$ cat src/rtl/cbm2_pkg.sv
// ----------------------------------------------------------------------------
// cbm2_pkg: shared types and constants of the cartridge bank mapper
// Transaction payloads, result kinds and reset values used by the decoder and the core.
// ----------------------------------------------------------------------------
package cbm2_pkg;

	localparam int RAM_CELLS_DEF = 512;
	localparam int BANK_BITS_DEF = 8;

	localparam logic [7:0] MASK_RESET = 8'h0F;
	localparam logic [7:0] BANK_RESET = 8'h01;
	localparam logic [7:0] OPEN_BUS   = 8'hFF;

	localparam logic OP_READ  = 1'b0;
	localparam logic OP_WRITE = 1'b1;

	typedef enum logic [1:0] {
		KIND_ROM   = 2'd0,
		KIND_DATA  = 2'd1,
		KIND_WROTE = 2'd2,
		KIND_NONE  = 2'd3
	} kind_t;

	typedef struct packed {
		logic        opcode;
		logic [15:0] bus_address;
		logic [7:0]  write_byte;
	} in_t;

	typedef struct packed {
		kind_t       result_kind;
		logic [21:0] rom_address;
		logic [7:0]  read_byte;
	} out_t;

	typedef struct packed {
		kind_t       kind;
		logic [21:0] rom_address;
		logic [7:0]  read_byte;
		logic        ram_rd;
		logic        ram_we;
		logic        bank_we;
		logic [7:0]  bank_val;
	} dec_t;

endpackage

$ cat src/rtl/cbm2_ram.sv
// ----------------------------------------------------------------------------
// cbm2_ram: generic single-port-write, single-port-read RAM
// One write and one registered read per cycle.
// ----------------------------------------------------------------------------
module cbm2_ram #(
	parameter int WIDTH = 4,
	parameter int DEPTH = 512
) (
	input  logic                     clk,
	input  logic                     we,
	input  logic [$clog2(DEPTH)-1:0] waddr,
	input  logic [WIDTH-1:0]         wdata,
	input  logic                     re,
	input  logic [$clog2(DEPTH)-1:0] raddr,
	output logic [WIDTH-1:0]         rdata
);

	logic [WIDTH-1:0] mem [DEPTH];

	always_ff @(posedge clk) begin
		if (we) begin
			mem[waddr] <= wdata;
		end
		if (re) begin
			rdata <= mem[raddr];
		end
	end

endmodule

$ cat src/rtl/cbm2_decode.sv
// ----------------------------------------------------------------------------
// cbm2_decode: address decoder of the bank mapper
// Classifies one bus transaction and forms the ROM address, RAM index and
// the register and RAM write controls.
// ----------------------------------------------------------------------------
module cbm2_decode #(
	parameter int RAM_CELLS = cbm2_pkg::RAM_CELLS_DEF,
	parameter int BANK_BITS = cbm2_pkg::BANK_BITS_DEF
) (
	input  cbm2_pkg::in_t                item,
	input  logic [7:0]                   bank,
	input  logic [7:0]                   mask,
	output cbm2_pkg::dec_t               dec,
	output logic [$clog2(RAM_CELLS)-1:0] ram_idx
);

	localparam int IDX_W = $clog2(RAM_CELLS);

	function automatic logic [IDX_W-1:0] cell_index(input logic [8:0] v);
		logic [16:0] r;
		r = 17'(v);
		for (int k = 4; k >= 0; k--) begin
			if (r >= (17'(RAM_CELLS) << k)) begin
				r = r - (17'(RAM_CELLS) << k);
			end
		end
		return r[IDX_W-1:0];
	endfunction

	logic [15:0]          addr;
	logic                 area_rom0;
	logic                 area_romn;
	logic                 area_ram;
	logic                 area_open;
	logic                 area_bank;
	logic [BANK_BITS-1:0] sel_bank;

	assign addr      = item.bus_address;
	assign area_rom0 = (addr[15:14] == 2'b00);
	assign area_romn = (addr[15:14] == 2'b01);
	assign area_ram  = (addr[15:9] == 7'b1010000);
	assign area_open = (addr[15:13] == 3'b101) && !area_ram;
	assign area_bank = (addr[15:13] == 3'b001);
	assign sel_bank  = BANK_BITS'(bank & mask);
	assign ram_idx   = cell_index(addr[8:0]);

	always_comb begin
		dec             = '0;
		dec.kind        = cbm2_pkg::KIND_NONE;
		dec.bank_val    = (item.write_byte == 8'h00) ? cbm2_pkg::BANK_RESET : item.write_byte;
		if (item.opcode == cbm2_pkg::OP_READ) begin
			priority if (area_rom0) begin
				dec.kind        = cbm2_pkg::KIND_ROM;
				dec.rom_address = 22'(addr[13:0]);
			end else if (area_romn) begin
				dec.kind        = cbm2_pkg::KIND_ROM;
				dec.rom_address = 22'({sel_bank, addr[13:0]});
			end else if (area_ram) begin
				dec.kind   = cbm2_pkg::KIND_DATA;
				dec.ram_rd = 1'b1;
			end else if (area_open) begin
				dec.kind      = cbm2_pkg::KIND_DATA;
				dec.read_byte = cbm2_pkg::OPEN_BUS;
			end else begin
				dec.kind = cbm2_pkg::KIND_NONE;
			end
		end else begin
			priority if (!addr[15]) begin
				dec.kind    = cbm2_pkg::KIND_WROTE;
				dec.bank_we = area_bank;
			end else if (area_ram) begin
				dec.kind   = cbm2_pkg::KIND_WROTE;
				dec.ram_we = 1'b1;
			end else if (area_open) begin
				dec.kind = cbm2_pkg::KIND_WROTE;
			end else begin
				dec.kind = cbm2_pkg::KIND_NONE;
			end
		end
	end

endmodule

$ cat src/rtl/cartridge_bank_mapper_mbc2_core.sv
// ----------------------------------------------------------------------------
// cartridge_bank_mapper_mbc2_core: ROM bank mapper with built-in nibble RAM
// Each transaction passes the input register, then the result register.
// The input register feeds the decoder, the RAM read and the result register.
// One transaction per cycle unless stalled. After reset the nibble RAM is
// cleared one cell per cycle, accepting nothing; bank resets to 1, mask 15.
// ----------------------------------------------------------------------------
module cartridge_bank_mapper_mbc2_core #(
	parameter int RAM_CELLS = cbm2_pkg::RAM_CELLS_DEF,
	parameter int BANK_BITS = cbm2_pkg::BANK_BITS_DEF
) (
	input  logic           clk,
	input  logic           arst_n,
	input  logic           in_valid,
	output logic           in_stall,
	input  cbm2_pkg::in_t  in_data,
	output logic           out_valid,
	input  logic           out_stall,
	output cbm2_pkg::out_t out_data,
	input  logic           cfg_we,
	input  logic [7:0]     cfg_wdata
);

	localparam int IDX_W = $clog2(RAM_CELLS);

	cbm2_pkg::in_t   item_s1;
	logic            valid_s1;
	logic            valid_s2;
	cbm2_pkg::kind_t kind_s2;
	logic [21:0]     rom_s2;
	logic [7:0]      byte_s2;
	logic            ram_sel_s2;
	logic [7:0]      bank_q;
	logic [7:0]      mask_q;
	logic [IDX_W-1:0] clr_q;
	logic            clearing_q;

	cbm2_pkg::dec_t   dec;
	logic [IDX_W-1:0] ram_idx;
	logic [3:0]       ram_rdata;
	logic             ram_we;
	logic [IDX_W-1:0] ram_waddr;
	logic [3:0]       ram_wdata;
	logic             s2_free;
	logic             advance;
	logic             accept;

	assign s2_free  = !valid_s2 || !out_stall;
	assign advance  = valid_s1 && s2_free;
	assign in_stall = clearing_q || (valid_s1 && !s2_free);
	assign accept   = in_valid && !in_stall;

	cbm2_decode #(
		.RAM_CELLS(RAM_CELLS),
		.BANK_BITS(BANK_BITS)
	) u_decode (
		.item   (item_s1),
		.bank   (bank_q),
		.mask   (mask_q),
		.dec    (dec),
		.ram_idx(ram_idx)
	);

	assign ram_we    = clearing_q || (advance && dec.ram_we);
	assign ram_waddr = clearing_q ? clr_q : ram_idx;
	assign ram_wdata = clearing_q ? 4'h0 : item_s1.write_byte[3:0];

	cbm2_ram #(
		.WIDTH(4),
		.DEPTH(RAM_CELLS)
	) u_ram (
		.clk  (clk),
		.we   (ram_we),
		.waddr(ram_waddr),
		.wdata(ram_wdata),
		.re   (advance && dec.ram_rd),
		.raddr(ram_idx),
		.rdata(ram_rdata)
	);

	always_ff @(posedge clk or negedge arst_n) begin
		if (!arst_n) begin
			valid_s1   <= 1'b0;
			valid_s2   <= 1'b0;
			bank_q     <= cbm2_pkg::BANK_RESET;
			mask_q     <= cbm2_pkg::MASK_RESET;
			clr_q      <= '0;
			clearing_q <= 1'b1;
		end else begin
			if (clearing_q) begin
				clr_q <= clr_q + 1'b1;
				if (clr_q == IDX_W'(RAM_CELLS - 1)) begin
					clearing_q <= 1'b0;
				end
			end
			if (cfg_we) begin
				mask_q <= cfg_wdata;
			end
			if (advance && dec.bank_we) begin
				bank_q <= dec.bank_val;
			end
			if (accept) begin
				valid_s1 <= 1'b1;
			end else if (advance) begin
				valid_s1 <= 1'b0;
			end
			if (advance) begin
				valid_s2 <= 1'b1;
			end else if (s2_free) begin
				valid_s2 <= 1'b0;
			end
		end
	end

	always_ff @(posedge clk) begin
		if (accept) begin
			item_s1 <= in_data;
		end
		if (advance) begin
			kind_s2    <= dec.kind;
			rom_s2     <= dec.rom_address;
			byte_s2    <= dec.read_byte;
			ram_sel_s2 <= dec.ram_rd;
		end
	end

	assign out_valid             = valid_s2;
	assign out_data.result_kind  = kind_s2;
	assign out_data.rom_address  = rom_s2;
	assign out_data.read_byte    = ram_sel_s2 ? {4'h0, ram_rdata} : byte_s2;

endmodule
$ cat config.mk
export PLATFORM = sky130hd
export DESIGN_NAME = cartridge_bank_mapper_mbc2_core
export DESIGN_NICKNAME = d
export VERILOG_FILES = /design/src/rtl/cbm2_pkg.sv /design/src/rtl/cbm2_ram.sv /design/src/rtl/cbm2_decode.sv /design/src/rtl/cartridge_bank_mapper_mbc2_core.sv
export SDC_FILE = /design/constraint.sdc
export NUM_CORES = 2
export LEC_CHECK = 0
export BUFFER_PORTS_ARGS = -buffer_cell sky130_fd_sc_hd__buf_2
export CORE_ASPECT_RATIO = 0.7
export CORE_MARGIN = 10
export CORE_UTILIZATION = 40
export DETAILED_ROUTE_END_ITERATION = 8
export GPL_TIMING_DRIVEN = 0
export HOLD_SLACK_MARGIN = 0.12
export PLACE_DENSITY = 0.52
export REMOVE_ABC_BUFFERS = 1
export SYNTH_ARGS = -nofsm -noshare
export SYNTH_HDL_FRONTEND = slang
export SYNTH_SLANG_ARGS = --single-unit
export TNS_END_PERCENT = 5
$ cat constraint.sdc
create_clock -name clk -period 32.9 [get_ports clk]
set_input_delay 3.29 -clock clk [delete_from_list [all_inputs] [get_ports clk]]
set_output_delay 3.29 -clock clk [all_outputs]
set_load 0.1 [all_outputs]
==> results.ini <==
[sta]
maxSlewViolCount=0
clock_skew_ps=39.1
fin_ws_ps=25550
rsz0062_at_grt=false
tns_ps=0
finalCriticalPeriod_ps=7350
setup_viol=0
tightest_slew_ps=1440
timing.final.crit_share_pct=22.3
fmax_mhz=136
timing.final.hold_violations=0
maxSlewHeadroom_pct=3.79

[setup_path]
cp.arrival_ps=4060
cp-start-kind=input port
worstPathCellList=buf_2 -> a31oi_1 -> inv_1 -> buf_2
critical_path_required_ps=29610
crit_cells=4
critical_path_class=input port to primary output
ff2ff_path_depth=18
slowest_delay_ps=430
crit_top_cell=buf_2
critPathTopFamily=buffers and inverters
path_buf_inv=3
critPathSlowestCell=buf_2
critical_path.max_fanout=4
critPathCaptureType=primary output

[clock_network]
cts-hold-fix-buffers=0
clk_latency_ps=850
root_buffer=clkbuf_16
cts.path.max_buffers=4
cts_tree=done
clk_pin_slew_worst_paths_ps=60
cts_max_level=4
cts_resized=0
post_cts_buffers=0
clock-sinks=2131
numCtsBuffers=204

[run]
max-cap-violations=0

[layout]
drive_gt1_share_pct=16.9
fin_util_pct=46.3
areaGrowthSynthToFinish_pct=15.2
stdcell_count=7941
nNetsFinal=4938
fill_cells=18196

[power_and_ir_drop]
pwr_density_cell_nw_per_um2=58.0
ir_worst_vdd_uv=36.5
p_leak_nw=32.2

[synthesis]
synth.distinct_cells=86
ys.flop_type=edfxtp_1
synth_edf_count=2103
synth_top_area_cell=edfxtp_1
synthArstFlopShare_pct=1.31
ys_warn_count=0
synth_area_um2=86200
synth_top_area_share_pct=73.2
synth_most_common_cell=edfxtp_1
ys_seq_elements=2131
synth.area.top_cells=edfxtp_1 (73%), mux4_2 (5.5%), mux2i_1 (5.1%)
synth_common_cells=edfxtp_1 (2103), nor2_1 (577), mux2i_1 (441)
synth_seq_area_share_pct=74.1
syn_inst=4753
syn_area_per_cell_um2=18.1

[placement]
place_hpwl_um=156000
pre_cts_slack_ps=25540
io_buffers=71
place_inst=7572
globalplace.congestion=0.765

[drt]
drt_wl_total_um=243000
first_iter_violations=5317
ant_nets=0
routedWlPerCell_um=30.6
vias=46500
viasPerCell=5.86
drc=0
drt-pass1-iter-count=7

[die]
ios=72
start_util_pct=40.2
die_w_um=575
core_region_area_um2=214000
die_area_um2=235000
die_h_um=408
row_count=142

[hold_path]
hold_class=flop to flop
min_path_cells=1

[global_route]
grt_max_degree=53
grt_overflow=0
grt_pass1_wl_um=349000
antenna_found_initial=12
grt_pass1_vias=45840
track_usage_pct=20.1

[status]
status=finished clean

flip-flops by register name (all words and copies together), names as in the netlist:
register,count
bank_q,8
byte_s2,1
clearing_q,1
clr_q,9
item_s1,25
kind_s2,2
mask_q,8
out_valid,1
ram_sel_s2,1
rom_s2,22
u_ram.mem,2048
u_ram.rdata,4
valid_s1,1
per-layer routing:
metal | wire length [µm] | up-vias | global-route usage [%]
li1 | - | 19572 | -
met3 | 21000 | 297 | 4.23
met4 | 4470 | 2 | 3.84
met2 | 102000 | 1987 | 28.1
met5 | 13 | - | 0
met1 | 116000 | 24642 | 32.3
cells in the final DEF, fill, tap and decap left out, drive strengths merged, types with 9 or more instances in the layout:
| master | n |
|---|---|
| a31oi | 32 |
| o221ai | 129 |
| mux2 | 28 |
| a21oi | 88 |
| mux4 | 297 |
| inv | 12 |
| nand4 | 11 |
| and2 | 36 |
| nand3 | 38 |
| edfxtp | 2103 |
| clkinv | 99 |
| and3 | 15 |
| a2111oi | 10 |
| nor2b | 9 |
| nor3 | 43 |
| nor4 | 15 |
| nor2 | 577 |
| o22ai | 124 |
| o21ai | 73 |
| o31ai | 10 |
| mux2i | 441 |
| a211oi | 18 |
| dfrtp | 22 |
| bufinv | 16 |
| clkbuf | 242 |
| nand2 | 136 |
| buf | 274 |
| a22oi | 15 |
cells by family after synthesis:
group / after synthesis / share of synthesized area (%)
flip-flops: 2131 / 74.1
AND/OR/NAND/NOR: 930 / 4.67
multiplexers: 766 / 13.6
AO/OA/AOI/OAI: 572 / 4.64
buffers and inverters: 345 / 2.92
XOR/XNOR: 7 / 0.0711
adder cells (fa/ha/maj): 2 / 0.0290
stage by stage:
| step | hold WS, ps | total power (W) | instance area, µm² |
|---|---|---|---|
| CTS | 498 | 0.00580 | 99300 |
| global route | 524 | 0.00594 | 99300 |
| finish | 501 | 0.00576 | 99300 |
| floorplan | 463 | 0.00348 | 83700 |
| detailed placement | 488 | 0.00353 | 93000 |
| global placement | 480 | 0.00375 | 87700 |
where the power goes:
group          internal [W]  total [W]  switching [W]
combinational      0.000169   0.000458       0.000288
clock               0.00127    0.00229        0.00101
sequential          0.00300    0.00301     0.00000979
total               0.00445    0.00576        0.00131
final cells by class:
cell class | count | area [µm²] | area share (%)
Antenna cell | 4 | 10.0 | 0.0101
Clock buffer | 242 | 5320 | 5.36
Clock inverter | 123 | 991 | 0.998
Inverter | 10 | 47.5 | 0.0479
Multi-Input combinational cell | 2277 | 20100 | 20.2
Sequential cell | 2131 | 63900 | 64.3
Tap cell | 2880 | 3600 | 3.63
Timing Repair Buffer | 274 | 5350 | 5.39
worst paths after layout:
check | end | startpoint | slack (ps)
max | in_stall | out_stall | 25550
max in group asynchronous | clr_q[2] | arst_n | 29950
min | mask_q[5] | mask_q[5] | 500
min in group asynchronous | bank_q[1] | arst_n | 2500
max reg2reg | u_ram.rdata[3] | item_s1[8] | 27040
min reg2reg | mask_q[5] | mask_q[5] | 500
Note: power is estimated with default switching activity, not from simulation.
